### src/rtl/plab_pkg.sv
// Shared types and constants of the PIN attempt lockout block.
// No dependencies; used by every module of the block.
package plab_pkg;

   // Result status codes
   typedef enum logic [1:0] {
      STATUS_ACCEPTED = 2'd0,
      STATUS_LOCKED   = 2'd1,
      STATUS_WRONG    = 2'd2,
      STATUS_WIPED    = 2'd3
   } status_type;

   // Register map: byte address bits [2:2] select the register
   localparam int CSR_ADDR_W = 3;
   localparam logic [0:0] REG_MAX_ATTEMPTS = 1'b0;
   localparam logic [0:0] REG_BASE_SECONDS = 1'b1;

   localparam logic [7:0]  MAX_ATTEMPTS_RESET = 8'd10;
   localparam logic [11:0] BASE_SECONDS_RESET = 12'd30;

   localparam logic [11:0] WAIT_CAP_S   = 12'd3600;
   localparam logic [9:0]  MS_PER_S     = 10'd1000;
   // Smallest millisecond distance whose second count exceeds the cap; it reads as the cap
   localparam logic [31:0] REMAIN_SAT_MS = 32'd3601000;
   // floor(y / 125) == (y * DIV125_RECIP) >> DIV125_SHIFT, exact for y < 2**19
   localparam logic [19:0] DIV125_RECIP = 20'd536871;
   localparam int          DIV125_SHIFT = 26;
   localparam logic [7:0]  SHIFT_CAP    = 8'd12;
   localparam logic [7:0]  COUNT_MAX    = 8'd255;

   typedef struct packed {
      logic [7:0]  max_attempts;
      logic [11:0] base_seconds;
   } cfg_type;

   typedef struct packed {
      logic [7:0]  failures;
      logic [31:0] deadline_ms;
   } state_type;

   typedef struct packed {
      status_type  status;
      logic [11:0] remaining_s;
      logic [7:0]  attempt_count;
      logic [11:0] wait_s;
   } result_type;

endpackage

### src/rtl/plab_csr.sv
// Configuration registers of the PIN attempt lockout block, APB-style access.
// Depends on plab_pkg.
module plab_csr (
   input  logic                             clock,
   input  logic                             reset,
   input  logic                             csr_psel,
   input  logic                             csr_penable,
   input  logic                             csr_pwrite,
   input  logic [plab_pkg::CSR_ADDR_W-1:0]  csr_paddr,
   input  logic [31:0]                      csr_pwdata,
   output logic [31:0]                      csr_prdata,
   output logic                             csr_pready,
   output plab_pkg::cfg_type                cfg
);

   logic [7:0]  max_attempts_ff;
   logic [11:0] base_seconds_ff;
   logic        write_en;

   assign csr_pready = 1'b1;
   assign write_en   = csr_psel && csr_penable && csr_pwrite && csr_pready;

   always_ff @(posedge clock) begin
      if (reset) begin
         max_attempts_ff <= plab_pkg::MAX_ATTEMPTS_RESET;
         base_seconds_ff <= plab_pkg::BASE_SECONDS_RESET;
      end else if (write_en) begin
         case (csr_paddr[2:2])
            plab_pkg::REG_MAX_ATTEMPTS: max_attempts_ff <= csr_pwdata[7:0];
            plab_pkg::REG_BASE_SECONDS: base_seconds_ff <= csr_pwdata[11:0];
            default: ;
         endcase
      end
   end

   always_comb begin
      case (csr_paddr[2:2])
         plab_pkg::REG_MAX_ATTEMPTS: csr_prdata = {24'd0, max_attempts_ff};
         plab_pkg::REG_BASE_SECONDS: csr_prdata = {20'd0, base_seconds_ff};
         default:                    csr_prdata = 32'd0;
      endcase
   end

   assign cfg.max_attempts = max_attempts_ff;
   assign cfg.base_seconds = base_seconds_ff;

endmodule

### src/rtl/plab_eval.sv
// Decision logic for one PIN attempt: lockout test, count update, backoff.
// Depends on plab_pkg.
module plab_eval (
   input  plab_pkg::cfg_type    cfg,
   input  plab_pkg::state_type  st,
   input  logic [31:0]          now_ms,
   input  logic                 pin_matches,
   output plab_pkg::result_type result,
   output plab_pkg::state_type  st_next
);

   logic        locked;
   logic [31:0] diff_ms;
   logic [18:0] diff_8ms;
   logic [38:0] quot_prod;
   logic [11:0] remaining;
   logic [7:0]  count_inc;
   logic [7:0]  shift;
   logic        wipe;
   logic [22:0] shifted;
   logic [11:0] wait_sec;
   logic [32:0] end_sum;
   logic [31:0] end_ms;

   assign locked   = now_ms < st.deadline_ms;
   assign diff_ms  = st.deadline_ms - now_ms;
   // Divide by 1000: drop three bits, then multiply by the reciprocal of 125
   assign diff_8ms  = diff_ms[21:3];
   assign quot_prod = 39'(diff_8ms) * 39'(plab_pkg::DIV125_RECIP);
   assign remaining = (diff_ms >= plab_pkg::REMAIN_SAT_MS) ? plab_pkg::WAIT_CAP_S
                    : quot_prod[plab_pkg::DIV125_SHIFT +: 12];

   assign count_inc = (st.failures == plab_pkg::COUNT_MAX) ? st.failures
                    : st.failures + 8'd1;
   assign wipe      = count_inc >= cfg.max_attempts;

   // Backoff: base << (count - 1), capped
   assign shift   = count_inc - 8'd1;
   assign shifted = 23'(cfg.base_seconds) << shift[3:0];
   always_comb begin
      if (cfg.base_seconds == 12'd0) begin
         wait_sec = 12'd0;
      end else if (shift >= plab_pkg::SHIFT_CAP) begin
         wait_sec = plab_pkg::WAIT_CAP_S;
      end else if (shifted > 23'(plab_pkg::WAIT_CAP_S)) begin
         wait_sec = plab_pkg::WAIT_CAP_S;
      end else begin
         wait_sec = shifted[11:0];
      end
   end

   // Saturate the deadline instead of wrapping
   assign end_sum = 33'(now_ms) + 33'(wait_sec) * 33'(plab_pkg::MS_PER_S);
   assign end_ms  = end_sum[32] ? 32'hFFFF_FFFF : end_sum[31:0];

   always_comb begin
      st_next              = st;
      result.status        = plab_pkg::STATUS_ACCEPTED;
      result.remaining_s   = 12'd0;
      result.wait_s        = 12'd0;
      if (locked) begin
         result.status      = plab_pkg::STATUS_LOCKED;
         result.remaining_s = remaining;
      end else if (pin_matches) begin
         st_next.failures = 8'd0;
      end else if (wipe) begin
         st_next.failures = 8'd0;
         result.status    = plab_pkg::STATUS_WIPED;
      end else begin
         st_next.failures    = count_inc;
         st_next.deadline_ms = end_ms;
         result.status       = plab_pkg::STATUS_WRONG;
         result.wait_s       = wait_sec;
      end
      result.attempt_count = st_next.failures;
   end

endmodule

### src/rtl/pin_attempt_lockout_backoff.sv
// PIN attempt lockout with exponential backoff: top level.
// Depends on plab_pkg, plab_csr and plab_eval.
//
// Usage:
//   req_* carries one PIN attempt per transfer: the millisecond time in
//   tdata and the external PIN check verdict in tuser. rsp_* returns one
//   result per attempt, in order: status in tuser, the remaining and newly
//   armed lockout seconds and the failure count in tdata.
//   csr_* is an APB-style port for max_attempts (0x0) and base_seconds (0x4);
//   write it only while no attempt is in flight.
// Timing:
//   An attempt is registered at its input transfer, then evaluated against
//   the failure count and deadline; its result is registered in the result
//   register, which drives rsp_tvalid. One attempt per cycle is sustained
//   while rsp_tready stays high; the count and deadline update at the
//   same edge that loads the result register, so the next attempt sees them.
// Reset:
//   Synchronous; clears both stages, the failure count and the deadline, and
//   loads the register defaults (10 attempts, 30 seconds).
// Stall:
//   While rsp_tready is low the result holds; one more attempt is taken into
//   the input register, then req_tready drops until the result moves.
module pin_attempt_lockout_backoff (
   input  logic                             clock,
   input  logic                             reset,
   // APB-style configuration port
   input  logic                             csr_psel,
   input  logic                             csr_penable,
   input  logic                             csr_pwrite,
   input  logic [plab_pkg::CSR_ADDR_W-1:0]  csr_paddr,
   input  logic [31:0]                      csr_pwdata,
   output logic [31:0]                      csr_prdata,
   output logic                             csr_pready,
   // Attempt channel
   input  logic                             req_tvalid,
   output logic                             req_tready,
   input  logic [31:0]                      req_tdata,  // [31:0] now_ms
   input  logic                             req_tuser,  // [0] pin_matches
   // Result channel
   output logic                             rsp_tvalid,
   input  logic                             rsp_tready,
   // [11:0] remaining_s, [19:12] attempt_count, [31:20] wait_s
   output logic [31:0]                      rsp_tdata,
   output logic [1:0]                       rsp_tuser   // [1:0] status
);

   plab_pkg::cfg_type    cfg;
   plab_pkg::state_type  st_ff;
   plab_pkg::state_type  st_in;
   plab_pkg::result_type result_in;
   plab_pkg::result_type result_ff;

   logic        in_valid_ff;
   logic [31:0] now_ms_ff;
   logic        pin_matches_ff;
   logic        rsp_valid_ff;
   logic        advance;

   plab_csr u_csr (
      .clock       (clock),
      .reset       (reset),
      .csr_psel    (csr_psel),
      .csr_penable (csr_penable),
      .csr_pwrite  (csr_pwrite),
      .csr_paddr   (csr_paddr),
      .csr_pwdata  (csr_pwdata),
      .csr_prdata  (csr_prdata),
      .csr_pready  (csr_pready),
      .cfg         (cfg)
   );

   // Move the registered attempt into the result register when it is free
   assign advance    = !rsp_valid_ff || rsp_tready;
   assign req_tready = !in_valid_ff || advance;

   always_ff @(posedge clock) begin
      if (reset) begin
         in_valid_ff <= 1'b0;
      end else if (req_tready) begin
         in_valid_ff <= req_tvalid;
      end
   end

   // Hold the attempt payload until it moves on
   always_ff @(posedge clock) begin
      if (req_tvalid && req_tready) begin
         now_ms_ff      <= req_tdata;
         pin_matches_ff <= req_tuser;
      end
   end

   plab_eval u_eval (
      .cfg         (cfg),
      .st          (st_ff),
      .now_ms      (now_ms_ff),
      .pin_matches (pin_matches_ff),
      .result      (result_in),
      .st_next     (st_in)
   );

   // Commit the count and deadline with the result so back-to-back
   // attempts see each other's effect
   always_ff @(posedge clock) begin
      if (reset) begin
         st_ff.failures    <= 8'd0;
         st_ff.deadline_ms <= 32'd0;
         rsp_valid_ff      <= 1'b0;
      end else if (advance) begin
         rsp_valid_ff <= in_valid_ff;
         if (in_valid_ff) begin
            st_ff <= st_in;
         end
      end
   end

   always_ff @(posedge clock) begin
      if (advance && in_valid_ff) begin
         result_ff <= result_in;
      end
   end

   assign rsp_tvalid = rsp_valid_ff;
   assign rsp_tdata  = {result_ff.wait_s, result_ff.attempt_count, result_ff.remaining_s};
   assign rsp_tuser  = result_ff.status;

endmodule

### config.mk
export PLATFORM = sky130hd
export DESIGN_NAME = pin_attempt_lockout_backoff
export DESIGN_NICKNAME = d
export VERILOG_FILES = /design/src/rtl/plab_pkg.sv /design/src/rtl/plab_csr.sv /design/src/rtl/plab_eval.sv /design/src/rtl/pin_attempt_lockout_backoff.sv
export SDC_FILE = /design/constraint.sdc
export NUM_CORES = 1
export LEC_CHECK = 0
export BUFFER_PORTS_ARGS = -buffer_cell sky130_fd_sc_hd__buf_4
export CORE_MARGIN = 10
export CORE_UTILIZATION = 57
export CTS_CLUSTER_SIZE = 10
export DETAILED_ROUTE_END_ITERATION = 8
export PLACE_DENSITY = 0.79
export SLEW_MARGIN = 20
export SYNTH_ARGS = -nofsm -noshare
export SYNTH_HDL_FRONTEND = slang
export SYNTH_HIERARCHICAL = 1
export SYNTH_SLANG_ARGS = --single-unit
### constraint.sdc
create_clock -name clock -period 8.9 [get_ports clock]
set_clock_uncertainty 0.15 [all_clocks]
set_input_delay 0 -clock clock [delete_from_list [all_inputs] [get_ports clock]]
set_output_delay 0 -clock clock [all_outputs]
set_load 0.02 [all_outputs]
### Word level (Yosys, flattened, before mapping)

Cells that the tools add are included.

* word-level logic and storage cells: 61
* register bits after elaboration: 129
* output and inout bits: 69

* reduce and logical (&&, ||, !) cells: 16
* shift operators: 1
* $mul: 2
* $lt $le $gt $ge: 5
* muxes and demuxes: 14
* $add $sub $neg: 4
* eq/ne operators: 1
* bitwise logic cells: 4

Operators by type and width (count)
* $mux 32: 3
* $pmux 32 s2: 1
* $mux 12: 4
* $mux 40: 1
* $mul 19x20->38 const B: 1
* $add 32x22->33: 1
* $ge 32x22->1 const B: 1
* $lt 32x32->1: 1
* $sub 32x32->32: 1
* $mux 8: 3
* $gt 23x12->1 const B: 1
* $shl 12x4->23: 1
* $mul 12x7->19 const B: 1
* $logic_not 12->1: 1
* $add 8x1->8 const B: 1
* $eq 8x8->1 const B: 1
* $ge 8x4->1 const B: 1
* $ge 8x8->1: 1
* $sub 8x1->8 const B: 1
* $reduce_and 2->1: 3
* $reduce_and 5->1: 1
* $logic_and 1x1->1: 4
* $not 1->1: 4
* $reduce_or 2->1: 2
* other kinds (4): 7

### Depth between registers and ports, before layout

Gate-level depths: netlist of run 1.

* depth in word-level cells: 14
* depth in mapped cells: 44
* depth with buffers taken out: 39

### By module

The synthesis of run 1 kept the hierarchy.

Modules (own cells, without submodules)
* plab_eval: area each 13006.2 µm², instances 1, cells an instance 1618, seq. area each 0.0 µm²
* pin_attempt_lockout_backoff: area each 3927.5 µm², instances 1, cells an instance 251, seq. area each 2852.7 µm²
* plab_csr: area each 1151.1 µm², instances 1, cells an instance 119, seq. area each 400.4 µm²

### Least setup slack after synthesis of run 1

Ideal clock, no wire load.

* path kind: reg-to-reg
* from: reg st_ff[33] (netlist name)
* to: reg st_ff[0] (netlist name)
* arrival time: 8.818 ns
* slack: -0.140 ns
* clock period less this slack: 9.040 ns
* required time: 8.678 ns
* path buffers: 3
* cell stages (with the launch flop): 39
* path through: dfxtp_1 -> ha_1 -> xor2_1 -> mux2_2 -> a211o_1 -> buf_4 -> a211o_1 -> o31ai_1 -> nand4b_1 -> nor4b_2 -> o211a_1 -> buf_2 -> and2_1 -> inv_1 -> fa_1 -> inv_1 -> fa_1 -> inv_1 -> (+3 left out) -> ha_1 -> o21ai_0 -> a21boi_0 -> o21ai_0 -> a21boi_0 -> nor2_1 -> ha_1 -> nand4_1 -> or3b_2 -> a31oi_1 -> o21ai_0 -> a21boi_0 -> a31oi_1 -> o31ai_1 -> buf_2 -> a2bb2oi_1 -> nand2b_1 -> mux2i_1

* longest elaborated chain between the ends: 11

Ends and longest elaborated chain
* from (decl): line pin_attempt_lockout_backoff.sv:48 `plab_pkg::state_type st_ff;`
* from (signal assigned): line pin_attempt_lockout_backoff.sv:111 `st_ff <= st_in;`
* $add 8x1->8 or $eq 8x8->1 (tied branches): line plab_eval.sv:34, plab_eval.sv:33
* $mux 8 *: line plab_eval.sv:33 `assign count_inc = (st.failures == plab_pkg::COUNT_MAX) ? st.failures`
* $sub 8x1->8: line plab_eval.sv:38 `assign shift = count_inc - 8'd1;`
* $shl 12x4->23: line plab_eval.sv:39 `assign shifted = 23'(cfg.base_seconds) << shift[3:0];`
* $gt 23x12->1: line plab_eval.sv:45 `end else if (shifted > 23'(plab_pkg::WAIT_CAP_S)) begin`
* $mux 12: line plab_eval.sv:45
* $mux 12: line plab_eval.sv:43 `end else if (shift >= plab_pkg::SHIFT_CAP) begin`
* $mux 12: line plab_eval.sv:41 `if (cfg.base_seconds == 12'd0) begin`
* $mul 12x7->19: line plab_eval.sv:53 `assign end_sum = 33'(now_ms) + 33'(wait_sec) * 33'(plab_pkg::MS_PER_S);`
* $add 32x22->33: line plab_eval.sv:53
* $mux 32: line plab_eval.sv:54 `assign end_ms = end_sum[32] ? 32'hFFFF_FFFF : end_sum[31:0];`

Mark *: on every way between the ends. The rest lies on a longest branch, timed or not.
A chain may end at the register's enable or synchronous reset.

### Worst setup path in the final report of run 1

* from: reg st_ff[33] (netlist name)
* to: reg st_ff[29] (netlist name)

Same word-level chain as after synthesis.

==> results of run 1 <==
==> per-stage QoR <==
| step | std cells | util, % | hold slack [ns] | instance area (µm²) | worst slack, ns |
|---|---|---|---|---|---|
| floorplan | 2007 | - | -0.0511 | 18200 | 0.0327 |
| global placement | 2594 | 64.6 | 0.0285 | 20300 | -0.202 |
| detailed placement | 2594 | 64.6 | 0.0293 | 20300 | -0.436 |
| CTS | 2687 | 69.3 | 0.0677 | 21800 | -0.0318 |
| global route | 2699 | 70.7 | 0.0972 | 22200 | -0.374 |
| finish | 2699 | 70.7 | 0.0811 | 22200 | 0.00594 |
==> what timing repair did <==
item	in CTS	in global routing
endpoints found under the hold margin	59	0
pin swaps	33	50
hold buffers	54	0
buffers inserted	5	10
cloned	2	3
gates resized for setup	72	68
setup endpoints to repair	32	38
==> metal layers <==
metal	track usage, %	wire length [µm]	up-vias
li1	-	-	7444
met2	49.8	27800	573
met3	4.16	2680	144
met1	30.2	21200	7735
met4	12.5	2170	0
met5	0	0	-
==> flip-flops by register name, summed over array words and instances (netlist names) <==
name / flops
rsp_tdata: 32
rsp_tuser: 2
pin_matches_ff: 1
now_ms_ff: 32
st_ff: 40
u_csr/max_attempts_ff: 8
u_csr/base_seconds_ff: 12
rsp_tvalid: 1
in_valid_ff: 1
==> synthesized netlist by cell type, drive strengths merged, types with 6 or more instances <==
cell type  number
a21boi         14
ha            275
fa            119
a22o            6
a2bb2oi         7
or4             6
nand3          42
a221oi          6
and3           15
nor4           14
a31oi          17
o22a           29
a211o           6
nand2          81
dfxtp          62
inv           290
and2           20
mux2i          72
nor3           45
o31ai           7
and4           10
o21bai         11
xnor2          45
edfxtp         67
nand2b        123
clkbuf         36
xor2           25
o21ai          73
mux2           22
mux4           10
o21a           14
a211oi         17
or2             7
a21oi          82
o2111ai         6
a21o           29
nor2           94
nand4          15
nor2b          18
buf            73
==> cell type report <==
| cell class | count | area (µm²) |
|---|---|---|
| Multi-Input combinational cell | 1478 | 13700 |
| Fill cell | 2366 | 9190 |
| Sequential cell | 129 | 3260 |
| Timing Repair Buffer | 367 | 3090 |
| Inverter | 291 | 1090 |
| Tap cell | 402 | 503 |
| Clock buffer | 20 | 458 |
| Clock inverter | 12 | 96.3 |
==> worst max-delay path by stage <==
stage,endpoint,slack [ns],from,cells after the start
finish,st_ff[29],0.006,st_ff[33],41
global route,st_ff[29],-0.37,st_ff[33],41
CTS,st_ff[29],-0.03,st_ff[33],37
detailed placement,st_ff[24],-0.44,st_ff[33],38
global placement,st_ff[24],-0.20,st_ff[32],41
floorplan,st_ff[11],0.03,st_ff[33],38
==> kinds of logic (layout without fill, tap and decap cells) <==
kind of cell               Yosys count  after routing  synth area share (%)
muxes                              104            104                  6.60
xor gates and xnor gates            70             70                  3.43
other                                2             21                0.0415
and+or+nand+nor                    512            512                  15.5
buffers and inverters              400            690                  9.78
AOI/OAI and AO/OA                  375            375                  14.4
adders and majority gates          396            396                  32.3
DFF                                129            129                  18.0
==> worst max-delay path, delay by kind of cell, from the launching register on <==
kind	cells	cell delay, ns
adders and majority gates	7	2.92
muxes	2	0.34
xor gates and xnor gates	2	0.27
and+or+nand+nor	4	0.46
DFF	1	0.36
buffers and inverters	9	0.81
AOI/OAI and AO/OA	17	3.41
==> summary.txt, run 1 <==
Status
  – Status: finished clean

Timing
  – Post-route minimum period: 8.89 ns
  – Final hold vios: 0
  – Setup violations, final: 0
  – Final setup TNS: 0 ns
  – Unrepaired setup endpoints after global routing: yes
  – Worst slew pin tran: around 1.2 ns
  – Final Cycle Share: approximately 100%
  – Max-slew violation count: 0
  – Slew Limit Headroom: 22.6%
  – Fmax: 112 MHz

Logic synthesis
  – Ys flop type: edfxtp_1
  – Synth Cell Area: approximately 18000 µm²
  – Yosys top cell by area: ha_1
  – Number of synthesized flops with an enable pin: 67
  – Ys async rst share: 0%
  – Synth Instances: roughly 2000
  – Flops & latches, synth: 129
  – Synth unique cells: 101
  – Register area share after synthesis: 18.0%
  – Post-synth top area share: a little under a fifth
  – Area contributors post-synth: ha_1 19%, fa_1 13%, edfxtp_1 11%
  – Synth Warn #: 6
  – Post-Syn Area per Cell: approximately 9.1 µm²

Worst setup path
  – Setup CP Type: flip-flop to flip-flop
  – Critical path endpoint category: flip-flop
  – Reg-to-Reg End: st_ff[29]
  – Arrival time of the worst setup path: around 9 ns
  – Slowest CP cell: fa_1
  – Critical path required time: 9.06 ns
  – Worst reg2reg startpoint: st_ff[33]
  – Register-to-register path setup slack: 0.006 ns
  – Register-to-Register Path Depth: 41
  – CP max stage delay: 0.55 ns
  – Worst-path fanout max: 7
  – Critical Path Start Type: flip-flop

Floorplanning
  – Core area: 31400 µm²
  – Rows: between 60 and 70
  – Die W: 198 µm
  – Initial Util: just under 60%
  – Die Ht: 198 µm
  – Ports: around 140
  – DIE AREA: 39300 µm²

Place
  – Post-DP HPWL: between 40000 and 50000 µm
  – Placer Congestion: around 0.92
  – IO Port Bufs: 100

Clock tree
  – Worst skew pair latency: 0.46 ns
  – CTS Buf Count: 17
  – Max Buffers Root-to-Sink: 2
  – Clk sink count: 129
  – Root Driver: clkbuf_16
  – Clock transition at path regs: ~0.07 ns
  – H-tree Lvls: 4
  – CTS tree: yes

Final layout
  – Leading cell type in the layout, fill and taps excluded: buf_4
  – Commonest non-fill, non-tap cells in the layout: 294 x buf_4, 285 x inv_1, 271 x ha_1
  – # diodes: 0
  – # nets final: 2753
  – Share of layout cells above drive strength 1: 21.5%
  – Area delta synth->final: 22.8%

Drt
  – DRT Pass-1 Iters: 8
  – Via density: 5.89
  – Vias: 15896
  – Starting DRT DRC Count: roughly 1100
  – DRC viols: 0
  – WL final: 53900 µm
  – WL per Instance: approximately 20 µm
  – Final antenna-violating net count: 0

Global routing
  – Overall Global Routing Usage: a little over a quarter
  – Vias in the first global route: 16440
  – First-pass GRT wire length: about 85000 µm
  – Overflow left after global routing: 0
  – Largest net degree at the start of global routing: 117
  – Initial antenna violation count: 0

Run
  – Max Cap Violations: 0

Hold path
  – Hold WC Path Type: input pin to flip-flop
  – Cell count of the worst hold path: 3
  – Worst Hold End: u_csr/base_seconds_ff[3]
  – Min-Delay Startpoint: reset
Power of run 1 is not shown: default switching activity piles up to over one toggle a cycle in this logic, so the estimate is an artifact.
==> inputs of run 2 (changes only) <==
- ABC_AREA: default -> 1
- GPL_ROUTABILITY_DRIVEN: default -> 0
- GPL_TIMING_DRIVEN: default -> 1
==> summary.txt, run 2 <==
Timing
  – Fmax: about 120 MHz
  – Setup violations, final: 0
  – Final hold vios: 0
  – Slew Limit Headroom: about a third
  – Max-slew violation count: 0
  – Post-route minimum period: approximately 8.7 ns
  – Final WS setup: 0.233 ns
  – Worst slew pin tran: 1.02 ns
  – Final Cycle Share: 97.4%

Place
  – Pre-CTS setup slack: -0.0837 ns
  – Post-DP HPWL: 39200 µm
  – IO Port Bufs: 100

Logic synthesis
  – Count leader, synth: inv_1
  – Post-Syn Area per Cell: 7.59 µm²
  – Commonest cells post-synth: 457 x inv_1, 432 x nand2_1, 275 x ha_1
  – Post-synth top area share: 19.0%
  – Synth unique cells: 54
  – Register area share after synthesis: around 18%
  – Area contributors post-synth: ha_1 19%, fa_1 13%, edfxtp_1 11%
  – Number of synthesized flops with an enable pin: 67
  – Synth Cell Area: 18100 µm²
  – Ys flop type: edfxtp_1
  – Flops & latches, synth: roughly 130
  – Ys async rst share: 0%
  – Yosys top cell by area: ha_1
  – Synth Warn #: 6
  – Synth Instances: 2382

Drt
  – DRC viols: 16
  – Final antenna-violating net count: 0
  – WL per Instance: 17.3 µm
  – Starting DRT DRC Count: 1402
  – WL final: 51700 µm
  – Vias: 16947
  – DRT Pass-1 Iters: 9
  – Via density: 5.66

Run
  – Max Cap Violations: 0

Global routing
  – Overall Global Routing Usage: 25.4%
  – Initial antenna violation count: 0
  – M3 GR Usage: under 10%
  – Grt met2 use: 44.5%
  – Met1 usage: 30.5%
  – Largest net degree at the start of global routing: about 80
  – Overflow left after global routing: 0
  – Vias in the first global route: 16727
  – Busiest grt layer: met2
  – First-pass GRT wire length: 81300 µm

Clock tree
  – Clk sink count: between 100 and 150
  – CTS tree: yes
  – Max Buffers Root-to-Sink: 2
  – Root Driver: clkbuf_16
  – Clock transition at path regs: 0.06 ns
  – Worst skew pair latency: 0.43 ns
  – H-tree Lvls: 4
  – CTS Buf Count: 17

Floorplanning
  – Rows: 65
  – DIE AREA: 39200 µm²
  – Die Ht: 198 µm
  – Ports: 144
  – Core area: roughly 31000 µm²
  – Die W: 198 µm
  – Initial Util: between 50% and 60%

Final layout
  – Max reg flops: 40
  – Largest Register: st_ff
  – Area delta synth->final: 15.9%
  – Fin util: 66.8%
  – # nets final: 3047
  – Commonest non-fill, non-tap cells in the layout: 457 x inv_1, 419 x nand2_1, 271 x ha_1
  – Leading cell type in the layout, fill and taps excluded: inv_1
  – Share of layout cells above drive strength 1: 12.7%
  – # diodes: 0

Status
  – Violated checks: design-rule violations
  – Status: finished with violations

Hold path
  – Min-Delay Startpoint: req_tdata[18]
  – Hold WC Path Type: input pin to flip-flop

Worst setup path
  – Worst reg2reg startpoint: st_ff[32]
  – Crit. Startpoint: st_ff[32]
  – Slowest CP cell: fa_1
  – Arrival time of the worst setup path: 8.82 ns
  – CP max stage delay: approximately 0.51 ns
  – Worst-path fanout max: 17
  – Critical path endpoint category: flip-flop
  – Critical Path Start Type: flip-flop
  – Setup CP Type: flip-flop to flip-flop
  – CP dominant cell by count: nand2_2
  – Critical path required time: 9.05 ns
## run 2: cell types whose count changed after synthesis, sizes merged, moves of 22 or more
cell,before,now
a21oi,82,170
clkbuf,36,5
inv,290,470
mux2,22,0
mux2i,72,0
nand2,81,454
nand2b,123,0
nand3,42,154
nor2,94,204
nor3,45,20
o22a,29,5
## run 2: cells by family after synthesis
group / after synthesis / synth area share (%)
AO/OA/AOI/OAI: 346 / 11.1
XOR/XNOR: 70 / 3.39
adder cells (fa/ha/maj): 394 / 32.2
buffers and inverters: 545 / 12.9
flip-flops: 129 / 18.0
other: 2 / 0.0415
AND/OR/NAND/NOR: 896 / 22.4
## run 2: metal layers
| layer | up-vias | part of all wire (%) |
|---|---|---|
| li1 | 8038 | - |
| met1 | 7970 | 40 |
| met2 | 768 | 48 |
| met3 | 171 | 7.3 |
| met4 | 0 | 4.2 |
| met5 | - | 0 |
## run 2: critical path: cells and delay by family (launching register included)
kind	cells	cell delay [ns]
adder cells (fa/ha/maj)	7	2.55
buffers and inverters	7	0.76
AO/OA/AOI/OAI	11	1.59
AND/OR/NAND/NOR	23	2.71
XOR/XNOR	2	0.44
flip-flops	1	0.35
## run 2: timing repair
action | CTS | global route
resized for setup | 11 | 70
hold buffers | 65 | 0
cloned | 0 | 3
setup buffers | 0 | 12
setup endpoints to repair | 31 | 32
endpoints found under the hold margin | 55 | 0
pin swaps | 1 | 18
## run 2: worst paths after layout
check	depth (start not counted)	slack, ns	to
min	2	0.14	now_ms_ff[18]
min reg2reg	2	0.34	st_ff[0]
max	50	0.23	st_ff[9]
max reg2reg	50	0.23	st_ff[9]
## run 2: area by class of cell
type	instances	area [µm²]
multi-input cells	1730	12900
fillers	2438	10400
flip-flops and latches	129	3260
repair buffers	230	1930
inverters	470	1760
well taps	402	503
clock buffers	18	429
clock inverters	14	155
## run 2: per-stage QoR
step                setup TNS (ns)  area (µm²)  hold WS (ns)  std cells
global placement                 0       19300        0.0287       2881
CTS                              0       20500         0.121       2978
finish                           0       21000         0.140       2993
global route                 -3.76       21000         0.135       2993
floorplan                        0       18200       -0.0809       2401
detailed placement           -1.07       19300        0.0295       2881
Power of run 2 is left out for the same reason.
==> inputs of run 3 (changes only) <==
- CORE_MARGIN: 10 -> 5
==> summary.txt, run 3 (synthesized netlist as in run 2, its figures left out) <==
Status
  – Status: finished clean

Timing
  – Slew Limit Headroom: 32.9%
  – Max-slew violation count: 0
  – Post-route minimum period: 8.57 ns
  – Worst slew pin tran: 1.01 ns
  – Setup violations, final: 0
  – Fmax: about 120 MHz
  – Final Cycle Share: 96.3%
  – Final hold vios: 0

Final layout
  – Commonest non-fill, non-tap cells in the layout: 455 x inv_1, 417 x nand2_1, 269 x ha_1
  – Share of layout cells above drive strength 1: a little over an eighth
  – Sequential Area: around 3300 µm²
  – Largest Register: st_ff
  – Area delta synth->final: 16.4%
  – Leading cell type in the layout, fill and taps excluded: inv_1
  – Max reg flops: 40
  – Post-route insts no fill: 2990
  – Multi-input gate area: between 10000 and 15000 µm²
  – Fin util: 66.9%
  – # diodes: 0
  – Fillers: 2470
  – # nets final: 3044
  – Fin area: 21000 µm²

Worst setup path
  – CP dominant cell by count: nand2_1
  – Worst path bufs/invs: 12
  – Setup CP Type: flip-flop to flip-flop
  – Critical path endpoint category: flip-flop
  – Number of cells on the critical path: 49
  – Register-to-Register Path Depth: 49
  – Arrival time of the worst setup path: 8.78 ns
  – Critical path required time: 9.11 ns
  – Critical Path Start Type: flip-flop
  – CP top delay family: simple AND/OR/NAND/NOR gates
  – Slowest CP cell: fa_1
  – CP max stage delay: about 0.52 ns
  – Worst-path fanout max: 10

Run
  – Max Cap Violations: 0

Floorplanning
  – Core area: 31500 µm²
  – Rows: between 60 and 70
  – DIE AREA: between 30000 and 40000 µm²
  – Initial Util: 57.5%
  – Die Ht: 188 µm
  – Ports: 144
  – Die W: 188 µm

Clock tree
  – Root Driver: clkbuf_16
  – Clk sink count: 129
  – CTS tree: yes
  – Worst skew pair latency: roughly 0.43 ns
  – Clock transition at path regs: 0.07 ns
  – H-tree Lvls: 4
  – Max Buffers Root-to-Sink: 2
  – CTS Buf Count: 17

Place
  – Placed instance area: 19200 µm²
  – Inst Count DP: 2870
  – IO Port Bufs: 100
  – Post-DP HPWL: 38200 µm

Drt
  – WL per Instance: approximately 17 µm
  – DRT Pass-1 Iters: 7
  – Vias: roughly 17000
  – DRC viols: 0
  – Starting DRT DRC Count: 1513
  – Via density: 5.69
  – WL final: 51100 µm
  – Final antenna-violating net count: 0

Global routing
  – Overall Global Routing Usage: between 20% and 30%
  – First-pass GRT wire length: 80200 µm
  – Overflow left after global routing: 0
  – Largest net degree at the start of global routing: 82
  – Vias in the first global route: approximately 17000
  – Initial antenna violation count: 0

Hold path
  – Cell count of the worst hold path: 2
  – Hold WC Path Type: input pin to flip-flop
-- run 3: final timing paths --
| path | start | to | slack, ns |
|---|---|---|---|
| worst max-delay path | st_ff[32] | st_ff[0] | 0.33 |
| worst min-delay path | req_tdata[23] | now_ms_ff[23] | 0.13 |
| worst max register to register | st_ff[32] | st_ff[0] | 0.33 |
| worst min register to register | u_csr/max_attempts_ff[4] | u_csr/max_attempts_ff[4] | 0.35 |
-- run 3: timing repair --
action,in CTS,in global routing
gates cloned,0,4
setup buffers,1,17
hold endpoints to repair,55,10
hold buffers,64,1
endpoints found under the setup margin,28,32
pin swaps,1,28
resized for setup,6,103
-- run 3: cell type report --
class,instances,share of cell area [%]
tap,402,2.39
multi-input combinational,1731,61.9
clock buffer,19,2.16
clock inverter,13,0.535
timing repair buffer,226,9.13
sequential,129,15.5
inverter,470,8.39
-- run 3: metrics by stage --
step / setup WS, ns / hold WS, ns / TNS [ns]
2_1_floorplan: 0.661 / -0.0809 / 0
3_3_place_gp: 0.220 / 0.0286 / 0
3_5_place_dp: -0.0409 / 0.0295 / -0.257
4_1_cts: 0.0250 / 0.104 / 0
5_1_grt: -0.144 / 0.121 / -1.53
6_report: 0.327 / 0.128 / 0
-- run 3: per-layer routing --
metal  GRT usage, %  wire, µm  vias up
li1               -         -     8041
met1           34.1     20200     7965
met2           48.0     25100      836
met3           3.87      3630      181
met4           10.6      2140        0
met5              0         0        -
Power of run 3 is left out for the same reason.
